## src/hdl/itf_pkg.sv

```systemverilog
// Shared types, constants and helpers for the integer text formatter.
// Used by itf_digit_unit, itf_emitter and integer_text_formatter_core.
package itf_pkg;

  // Output limit: at most OUT_LIMIT-1 characters are emitted per value
  localparam int OUT_LIMIT  = 50;
  localparam int TEXT_LIMIT = OUT_LIMIT - 1;

  // Fixed field widths
  localparam int VAL_W  = 32;
  localparam int FW_W   = 6;
  localparam int CHAR_W = 8;
  localparam int MODE_W = 2;
  localparam int DIG_W  = 4;

  // Digit buffer: 32-bit octal needs eleven digits
  localparam int DIGIT_MAX = 11;
  localparam int DADDR_W   = $clog2(DIGIT_MAX);
  localparam int DCNT_W    = $clog2(DIGIT_MAX + 1);

  // Emitted length and position widths
  localparam int LEN_W = $clog2(OUT_LIMIT);
  localparam int POS_W = ((FW_W > LEN_W) ? FW_W : LEN_W) + 1;

  // Divide by ten: q = (x * RECIP10) >> RECIP_SHIFT, exact for 32-bit x
  localparam logic [VAL_W-1:0] RECIP10     = 32'hCCCC_CCCD;
  localparam int               RECIP_SHIFT = 35;

  // ASCII codes
  localparam logic [CHAR_W-1:0] CH_SPACE = 8'h20;
  localparam logic [CHAR_W-1:0] CH_PLUS  = 8'h2B;
  localparam logic [CHAR_W-1:0] CH_MINUS = 8'h2D;
  localparam logic [CHAR_W-1:0] CH_ZERO  = 8'h30;

  localparam logic [CHAR_W-1:0] DIGIT_CHARS [16] = '{
    8'h30, 8'h31, 8'h32, 8'h33, 8'h34, 8'h35, 8'h36, 8'h37,
    8'h38, 8'h39, 8'h61, 8'h62, 8'h63, 8'h64, 8'h65, 8'h66
  };

  typedef enum logic [MODE_W-1:0] {
    MODE_SDEC = 2'd0,
    MODE_UDEC = 2'd1,
    MODE_HEX  = 2'd2,
    MODE_OCT  = 2'd3
  } mode_e;

  typedef enum logic [1:0] {
    BASE_DEC,
    BASE_HEX,
    BASE_OCT
  } base_e;

  typedef enum logic [1:0] {
    LAY_LEFT,
    LAY_ZERO,
    LAY_RIGHT
  } layout_e;

  typedef enum logic [1:0] {
    DU_IDLE,
    DU_MUL,
    DU_DIV
  } du_state_e;

  typedef enum logic [1:0] {
    CTL_IDLE,
    CTL_CONV,
    CTL_EMIT
  } ctl_state_e;

  // Digit write from the divider into the digit buffer
  typedef struct packed {
    logic               en;
    logic [DADDR_W-1:0] addr;
    logic [DIG_W-1:0]   digit;
  } dig_wr_t;

  // Run description handed to the emitter
  typedef struct packed {
    logic              has_sign;
    logic [CHAR_W-1:0] sign_char;
    logic [CHAR_W-1:0] fill_char;
    logic [POS_W-1:0]  sign_pos;
    logic [POS_W-1:0]  dig_lo;
    logic [DCNT_W-1:0] nd;
    logic [LEN_W-1:0]  len;
  } emit_cfg_t;

  function automatic logic [CHAR_W-1:0] digit_char(input logic [DIG_W-1:0] d);
    return DIGIT_CHARS[d];
  endfunction

endpackage

```

## src/hdl/itf_digit_unit.sv

```systemverilog
// Shared divider: peels one digit per step off the magnitude, least
// significant first. Depends on itf_pkg.
module itf_digit_unit import itf_pkg::*; (
  input  logic              clk_i,
  input  logic              rst_ni,
  input  logic              go_i,
  input  base_e             base_i,
  input  logic [VAL_W-1:0]  mag_i,
  output dig_wr_t           wr_o,
  output logic              done_o,
  output logic [DCNT_W-1:0] nd_o
);

  du_state_e state_q, state_d;

  logic [VAL_W-1:0]   mag_q;
  base_e              base_q;
  logic [2*VAL_W-1:0] prod_q;
  logic [DCNT_W-1:0]  cnt_q;

  logic [VAL_W-1:0] quo;
  logic [VAL_W-1:0] diff;
  logic [DIG_W-1:0] rem;
  logic             finish;

  // Quotient and remainder for the current base
  always_comb begin
    quo  = '0;
    diff = '0;
    rem  = '0;
    unique case (base_q)
      BASE_HEX: begin
        quo = mag_q >> 4;
        rem = mag_q[3:0];
      end
      BASE_OCT: begin
        quo = mag_q >> 3;
        rem = {1'b0, mag_q[2:0]};
      end
      default: begin
        quo  = VAL_W'(prod_q >> RECIP_SHIFT);
        diff = mag_q - (quo << 3) - (quo << 1);
        rem  = diff[DIG_W-1:0];
      end
    endcase
  end

  assign finish = (quo == '0) || (cnt_q == DCNT_W'(DIGIT_MAX - 1));

  // Next state
  always_comb begin
    state_d = state_q;
    unique case (state_q)
      DU_IDLE: if (go_i) state_d = DU_MUL;
      DU_MUL:  state_d = DU_DIV;
      DU_DIV:  state_d = finish ? DU_IDLE : DU_MUL;
      default: state_d = DU_IDLE;
    endcase
  end

  // Outputs
  always_comb begin
    wr_o.en    = (state_q == DU_DIV);
    wr_o.addr  = cnt_q[DADDR_W-1:0];
    wr_o.digit = rem;
    done_o     = (state_q == DU_DIV) && finish;
    nd_o       = cnt_q + DCNT_W'(1);
  end

  always_ff @(posedge clk_i or negedge rst_ni) begin
    if (!rst_ni) begin
      state_q <= DU_IDLE;
    end else begin
      state_q <= state_d;
    end
  end

  // Load the operand, multiply by the reciprocal, then advance the quotient
  always_ff @(posedge clk_i) begin
    case (state_q)
      DU_IDLE: begin
        if (go_i) begin
          mag_q  <= mag_i;
          base_q <= base_i;
          cnt_q  <= '0;
        end
      end
      DU_MUL: begin
        prod_q <= {{VAL_W{1'b0}}, mag_q} * {{VAL_W{1'b0}}, RECIP10};
      end
      DU_DIV: begin
        mag_q <= quo;
        cnt_q <= cnt_q + DCNT_W'(1);
      end
      default: ;
    endcase
  end

endmodule

```

## src/hdl/itf_emitter.sv

```systemverilog
// Digit buffer and character emitter: one character per cycle with a
// last mark. Depends on itf_pkg.
module itf_emitter import itf_pkg::*; (
  input  logic              clk_i,
  input  logic              rst_ni,
  input  dig_wr_t           wr_i,
  input  logic              go_i,
  input  emit_cfg_t         cfg_i,
  output logic              strobe_o,
  output logic [CHAR_W-1:0] char_o,
  output logic              last_o
);

  logic [DIG_W-1:0] dig_buf [DIGIT_MAX];

  emit_cfg_t        cfg_q;
  logic             run_q;
  logic [LEN_W-1:0] pos_q;

  logic              strobe_q;
  logic              last_q;
  logic [CHAR_W-1:0] char_q;

  logic [POS_W-1:0]   pos_ext;
  logic [POS_W-1:0]   dig_hi;
  logic [POS_W-1:0]   dofs;
  logic [POS_W-1:0]   raddr_full;
  logic [DADDR_W-1:0] raddr;
  logic               in_dig;
  logic               at_sign;
  logic               at_last;
  logic [CHAR_W-1:0]  char_d;

  // Store digits as the divider produces them
  always_ff @(posedge clk_i) begin
    if (wr_i.en) begin
      dig_buf[wr_i.addr] <= wr_i.digit;
    end
  end

  // Pick the character for the current position
  always_comb begin
    pos_ext    = POS_W'(pos_q);
    dig_hi     = cfg_q.dig_lo + POS_W'(cfg_q.nd);
    in_dig     = (pos_ext >= cfg_q.dig_lo) && (pos_ext < dig_hi);
    at_sign    = cfg_q.has_sign && (pos_ext == cfg_q.sign_pos);
    dofs       = pos_ext - cfg_q.dig_lo;
    raddr_full = POS_W'(cfg_q.nd) - POS_W'(1) - dofs;
    raddr      = raddr_full[DADDR_W-1:0];
    if (at_sign) begin
      char_d = cfg_q.sign_char;
    end else if (in_dig) begin
      char_d = digit_char(dig_buf[raddr]);
    end else begin
      char_d = cfg_q.fill_char;
    end
    at_last = (pos_q == cfg_q.len - LEN_W'(1));
  end

  // Run control and output strobe
  always_ff @(posedge clk_i or negedge rst_ni) begin
    if (!rst_ni) begin
      run_q    <= 1'b0;
      pos_q    <= '0;
      strobe_q <= 1'b0;
      last_q   <= 1'b0;
    end else begin
      strobe_q <= run_q;
      last_q   <= run_q && at_last;
      if (go_i) begin
        run_q <= 1'b1;
        pos_q <= '0;
      end else if (run_q) begin
        pos_q <= pos_q + LEN_W'(1);
        if (at_last) run_q <= 1'b0;
      end
    end
  end

  // Hold the run description and the character register
  always_ff @(posedge clk_i) begin
    if (go_i) cfg_q <= cfg_i;
    char_q <= char_d;
  end

  assign strobe_o = strobe_q;
  assign char_o   = char_q;
  assign last_o   = last_q;

endmodule

```

## src/hdl/integer_text_formatter_core.sv

```systemverilog
// Integer text formatter, top level: printf-style %d %u %x %o text.
// The first character waits for the conversion of all N digits (1..11), each made
// by the shared divide step (multiply, then reduce), and then for the emitter.
// A new value waits for the last character; L characters (1..49) leave at one a cycle.
// Characters leave on strobe_o for one cycle each; the receiver cannot stall.
// Reset (rst_ni low, asynchronous) returns to idle and drops any run.
module integer_text_formatter_core import itf_pkg::*; (
  input  logic              clk_i,
  input  logic              rst_ni,
  input  logic              start,
  output logic              busy,
  input  logic [MODE_W-1:0] mode_i,
  input  logic [VAL_W-1:0]  value_i,
  input  logic [FW_W-1:0]   field_width_i,
  input  logic              left_justify_i,
  input  logic              force_plus_i,
  input  logic              zero_fill_i,
  output logic              strobe_o,
  output logic [CHAR_W-1:0] text_char_o,
  output logic              last_o
);

  ctl_state_e state_q, state_d;

  logic      accept;
  logic      neg_in;
  logic [VAL_W-1:0] mag_in;
  base_e     base_in;

  logic      has_sign_q;
  logic      neg_q;
  logic      dec_q;
  logic [FW_W-1:0] fw_q;
  layout_e   layout_q;

  dig_wr_t           dig_wr;
  logic              du_done;
  logic [DCNT_W-1:0] du_nd;

  logic [POS_W-1:0] body;
  logic [POS_W-1:0] fw_ext;
  logic [POS_W-1:0] pad;
  logic [POS_W-1:0] total;
  emit_cfg_t        cfg;

  assign accept = start && !busy;

  // Magnitude and base of the incoming request
  always_comb begin
    neg_in = (mode_e'(mode_i) == MODE_SDEC) && value_i[VAL_W-1];
    mag_in = neg_in ? (~value_i + VAL_W'(1)) : value_i;
    unique case (mode_e'(mode_i))
      MODE_HEX: base_in = BASE_HEX;
      MODE_OCT: base_in = BASE_OCT;
      default:  base_in = BASE_DEC;
    endcase
  end

  // Next state
  always_comb begin
    state_d = state_q;
    unique case (state_q)
      CTL_IDLE: if (accept) state_d = CTL_CONV;
      CTL_CONV: if (du_done) state_d = CTL_EMIT;
      CTL_EMIT: if (strobe_o && last_o) state_d = CTL_IDLE;
      default:  state_d = CTL_IDLE;
    endcase
  end

  // Outputs of the controller
  always_comb begin
    busy = (state_q != CTL_IDLE);
  end

  always_ff @(posedge clk_i or negedge rst_ni) begin
    if (!rst_ni) begin
      state_q <= CTL_IDLE;
    end else begin
      state_q <= state_d;
    end
  end

  // Hold the request's flags
  always_ff @(posedge clk_i) begin
    if (accept) begin
      has_sign_q <= (mode_e'(mode_i) == MODE_SDEC) && (value_i[VAL_W-1] || force_plus_i);
      neg_q      <= neg_in;
      dec_q      <= (mode_e'(mode_i) == MODE_SDEC) || (mode_e'(mode_i) == MODE_UDEC);
      fw_q       <= field_width_i;
      if (left_justify_i)   layout_q <= LAY_LEFT;
      else if (zero_fill_i) layout_q <= LAY_ZERO;
      else                  layout_q <= LAY_RIGHT;
    end
  end

  // Work out padding, length and the placement of sign and digits
  always_comb begin
    body   = POS_W'(du_nd) + POS_W'(has_sign_q);
    fw_ext = POS_W'(fw_q);
    pad    = (dec_q && (fw_ext > body)) ? (fw_ext - body) : '0;
    total  = pad + body;
    cfg.has_sign  = has_sign_q;
    cfg.sign_char = neg_q ? CH_MINUS : CH_PLUS;
    cfg.nd        = du_nd;
    cfg.len       = (total > POS_W'(TEXT_LIMIT)) ? LEN_W'(TEXT_LIMIT) : LEN_W'(total);
    unique case (layout_q)
      LAY_LEFT: begin
        cfg.fill_char = CH_SPACE;
        cfg.sign_pos  = '0;
        cfg.dig_lo    = POS_W'(has_sign_q);
      end
      LAY_ZERO: begin
        cfg.fill_char = CH_ZERO;
        cfg.sign_pos  = '0;
        cfg.dig_lo    = pad + POS_W'(has_sign_q);
      end
      default: begin
        cfg.fill_char = CH_SPACE;
        cfg.sign_pos  = pad;
        cfg.dig_lo    = pad + POS_W'(has_sign_q);
      end
    endcase
  end

  itf_digit_unit u_digit (
    .clk_i  (clk_i),
    .rst_ni (rst_ni),
    .go_i   (accept),
    .base_i (base_in),
    .mag_i  (mag_in),
    .wr_o   (dig_wr),
    .done_o (du_done),
    .nd_o   (du_nd)
  );

  itf_emitter u_emit (
    .clk_i    (clk_i),
    .rst_ni   (rst_ni),
    .wr_i     (dig_wr),
    .go_i     (du_done && (state_q == CTL_CONV)),
    .cfg_i    (cfg),
    .strobe_o (strobe_o),
    .char_o   (text_char_o),
    .last_o   (last_o)
  );

endmodule

```

## config.mk

```make
export PLATFORM = sky130hd
export DESIGN_NAME = integer_text_formatter_core
export DESIGN_NICKNAME = d
export VERILOG_FILES = /design/src/hdl/itf_pkg.sv /design/src/hdl/itf_digit_unit.sv /design/src/hdl/itf_emitter.sv /design/src/hdl/integer_text_formatter_core.sv
export SDC_FILE = /design/constraint.sdc
export NUM_CORES = 2
export LEC_CHECK = 0
export ABC_AREA = 1
export BUFFER_PORTS_ARGS = -buffer_cell sky130_fd_sc_hd__buf_4
export CORE_ASPECT_RATIO = 0.8
export CORE_MARGIN = 8
export CORE_UTILIZATION = 25
export CTS_BUF_LIST = sky130_fd_sc_hd__clkbuf_4
export CTS_CLUSTER_DIAMETER = 200
export CTS_CLUSTER_SIZE = 20
export DETAILED_ROUTE_END_ITERATION = 12
export GPL_ROUTABILITY_DRIVEN = 0
export PLACE_DENSITY = 0.36
export SLEW_MARGIN = 20
export SYNTH_ARGS = -nofsm -noshare
export SYNTH_HDL_FRONTEND = slang
export SYNTH_HIERARCHICAL = 1
export SYNTH_SLANG_ARGS = --single-unit
```

## constraint.sdc

```tcl
create_clock -name clk_i -period 15.8 [get_ports clk_i]
set_input_delay 0.79 -clock clk_i [delete_from_list [all_inputs] [get_ports clk_i]]
set_output_delay 0.79 -clock clk_i [all_outputs]
set_load 0.005 [all_outputs]
```

==> flow_summary.yaml <==
run_status:
  status: "complete, no violations"
sta:
  fin_setup_tns_ns: 0
  period_share: 0.498
  slew_viol_final: 0
  setup_ws_ns: 7.93
  finalWorstPathRequiredPeriod_ns: 7.87
  rsz0062_at_grt: "false"
  fmax_ghz: 0.127
  whs_ns: 0.250
  hold_viol: 0
  worst_slew_pin_slew_ns: 1.06
  finClkSkew_ns: 0.0293
  slew_headroom: 0.287
  setup_violations: 0
worst_setup_path:
  reg2reg_slack_ns: 7.93
  rr_worst_depth: 24
  critPathBufInv: 7
  path_max_fanout: 8
  crit_chain: "ha_1, inv_1, fa_1, inv_1, fa_1, inv_1, fa_1, inv_1, fa_1, fa_1, fa_1, inv_1, fa_1, inv_1, ha_1, nand2_1, nor2_1, inv_1, o21ai_0, nor2_1, nand2_1, nand2_1, nand3_1, nand2_1"
  cpPeakStageDelay_ns: 0.78
  cp-end-kind: "flip-flop"
  cp-start-kind: "flip-flop"
  crit_required_ns: 16.30
  reg2reg_to: "u_digit/prod_q[63]"
  crit_family: "adder cells"
  worstSetupPathType: "flip-flop to flip-flop"
  crit_path_top_delay_cell: "o21ai_0"
  r2r-start: "u_digit/mag_q[9]"
  arrival_ns: 8.36
synthesis:
  ys_warn_count: 6
  synth_top_area_share: 0.266
  synth_seq_cells: 184
  seq_area_frac_synth: 0.182
  ys.flop_type: "edfxtp_1"
  synth_edf_count: 163
  yosys.area.top_type: "fa_1"
  yosysMostFrequentCell: "inv_1"
  post_synth_num_cell_types: 60
  ys_top_cells_by_count: "inv_1 (963), nand2_1 (770), fa_1 (393), ha_1 (388), nor2_1 (224)"
  ys_async_sr_fraction: 0.0707
  netlist_area_um2: 29500
  synthCells: 3580
  yosys-top-cells-area: "fa_1 (27%), edfxtp_1 (17%), ha_1 (16%)"
  avgSynthCellArea_um2: 8.25
layout:
  area_growth_pct: 9.22
  fillers: 12800
  fin_util: 0.276
  nets: 4486
  drive_above_1_share: 0.0520
floorplan:
  die-height_um: 323
  ioPinCount: 57
  coreArea_um2: 117000
  die_x_um: 400
  initial_core_util: 0.253
  die-area_um2: 129000
  rows: 112
cts:
  clockBufferDepth: 2
  postCtsSetupBuffers: 0
  htreeDepth: 4
  worstSkewPairLatency_ns: 0.71
  root_buffer: "clkbuf_4"
  tritoncts: "built"
  clk_pin_slew_ns: 0.19
  cts.sinks: 184
  cts_buffers: 17
drt:
  post_drt_wl_per_cell_um: 20.9
  via_count: 22500
  via_per_inst: 4.31
  drc_errors: 0
  drt_wl_total_mm: 109
  drt_iter0_markers: 1605
  dr.pass1.iters: 7
  drtAntennaViolNets: 0
placement:
  port_buffers: 56
  hpwl_mm: 96.8
  pre_cts_ws_ns: 8.11
run:
  drv_cap: 0
power:
  pwr-share-comb: 0.078
  p_int_w: 0.000703
  switchingPower_w: 0.000297
  vdd_drop_max_mv: 0.0424
  clock_power_share: 0.325
  power_density_nw_per_um2: 31.0
  leakagePower_nw: 16.8
  p_sw_frac: 0.297
  p_seq_frac: 0.597
min_path:
  whs_endpoint: "fw_q[3]"
  min_path_type: "input port to flip-flop"
  min_path_cells: 1
  hp-start: "field_width_i[3]"
grt:
  antenna_found_initial: 2
  grt_util_all_layers: 0.169
  grt_max_degree: 61
  grt_pass1_wl_mm: 160
  grt_pass1_vias: 23100
  gr-total-overflow: 0
-- metal layers --
metal | GRT usage | vias up | part of all wire | wire [µm]
li1 | - | 11000 | - | -
met1 | 0.266 | 11000 | 0.53 | 58200
met2 | 0.246 | 463 | 0.40 | 44200
met3 | 0.0246 | 44 | 0.052 | 5690
met4 | 0.0218 | 0 | 0.010 | 1100
met5 | 0 | - | 0 | 0
-- worst max path at each step --
stage,start,end,slack [ns],depth (start not counted)
after floorplan,u_digit/mag_q[17],u_digit/prod_q[52],9.64,27
after global placement,u_digit/mag_q[9],u_digit/prod_q[63],8.07,24
after detailed placement,u_digit/mag_q[8],u_digit/prod_q[63],8.11,24
after CTS,u_digit/mag_q[8],u_digit/prod_q[63],8.07,24
after global routing,u_digit/mag_q[9],u_digit/prod_q[63],7.58,24
final,u_digit/mag_q[9],u_digit/prod_q[63],7.93,24
-- power by group through the flow --
stage,logic [W],clock network (W),registers [W]
2_1_floorplan,0.0000402,0,0.000588
3_3_place_gp,0.0000816,0,0.000607
3_5_place_dp,0.0000811,0,0.000607
4_1_cts,0.0000817,0.000341,0.000596
5_1_grt,0.0000893,0.000355,0.000600
6_report,0.0000784,0.000325,0.000597
-- cell usage in the layout (no fill, tap or decap), types with 26 or more instances in the layout --
master and n:
a21oi_1 95, buf_4 78, edfxtp_1 163, fa_1 393, ha_1 388, inv_1 962
nand2_1 770, nand3_1 136, nor2_1 222, nor3_1 30, o21ai_0 79, o21ai_1 26
xnor2_1 30, xor2_1 70
-- per-stage QoR --
| stage | total power (W) | cells | area [µm²] |
|---|---|---|---|
| after global routing | 0.00104 | 5212 | 32300 |
| after floorplan | 0.000628 | 3591 | 29600 |
| final | 0.00100 | 5213 | 32300 |
| after global placement | 0.000688 | 5178 | 31900 |
| after CTS | 0.00102 | 5211 | 32200 |
| after detailed placement | 0.000688 | 5178 | 31900 |
-- sequential cells by signal (all words and copies together), names as in the netlist --
register / flops
u_emit/dig_buf: 44
u_emit/cfg_q: 41
u_digit/mag_q: 32
u_digit/prod_q: 29
u_emit/char_o: 8
fw_q: 6
u_emit/pos_q: 6
u_digit/cnt_q: 4
layout_q: 2
state_q: 2
u_digit/base_q: 2
u_digit/state_q: 2
dec_q: 1
has_sign_q: 1
neg_q: 1
u_emit/last_o: 1
u_emit/run_q: 1
u_emit/strobe_o: 1
-- cells by family after synthesis --
family,Yosys count,share of synthesized area
and+or+nand+nor,1239,0.174
buffers and inverters,1006,0.131
adders and majority gates,781,0.431
AOI/OAI and AO/OA,267,0.0519
DFF,184,0.182
xor gates and xnor gates,100,0.0297
other,2,0.000254
muxes,1,0.000381
-- worst register-to-register path, stage by stage, from the launching register on --
cell      delay [ns]
edfxtp_1        0.72
ha_1            0.55
inv_1           0.20
fa_1            0.57
inv_1           0.06
fa_1            0.53
inv_1           0.06
fa_1            0.49
inv_1           0.05
fa_1            0.48
fa_1            0.55
fa_1            0.55
inv_1           0.06
fa_1            0.54
inv_1           0.04
ha_1            0.31
nand2_1         0.12
nor2_1          0.26
inv_1           0.06
o21ai_0         0.78
nor2_1          0.11
nand2_1         0.28
nand2_1         0.13
nand3_1         0.10
nand2_1         0.07
-- repair_timing --
item | CTS | global route
endpoints found under the setup margin | 0 | 0
resized for setup | 0 | 0
hold buffers | 1 | 0
hold endpoints to repair | 13 | 0
-- final cells by class --
cell class | instances | area (µm²) | area share
Clock buffer | 17 | 128 | 0.00396
Antenna cell | 2 | 5.00 | 0.000155
Clock inverter | 15 | 201 | 0.00625
Tap cell | 1539 | 1930 | 0.0597
Timing Repair Buffer | 79 | 596 | 0.0185
Sequential cell | 184 | 5380 | 0.167
Inverter | 976 | 3670 | 0.114
Multi-Input combinational cell | 2401 | 20300 | 0.631
No activity file was read; power rests on OpenSTA's default activity.
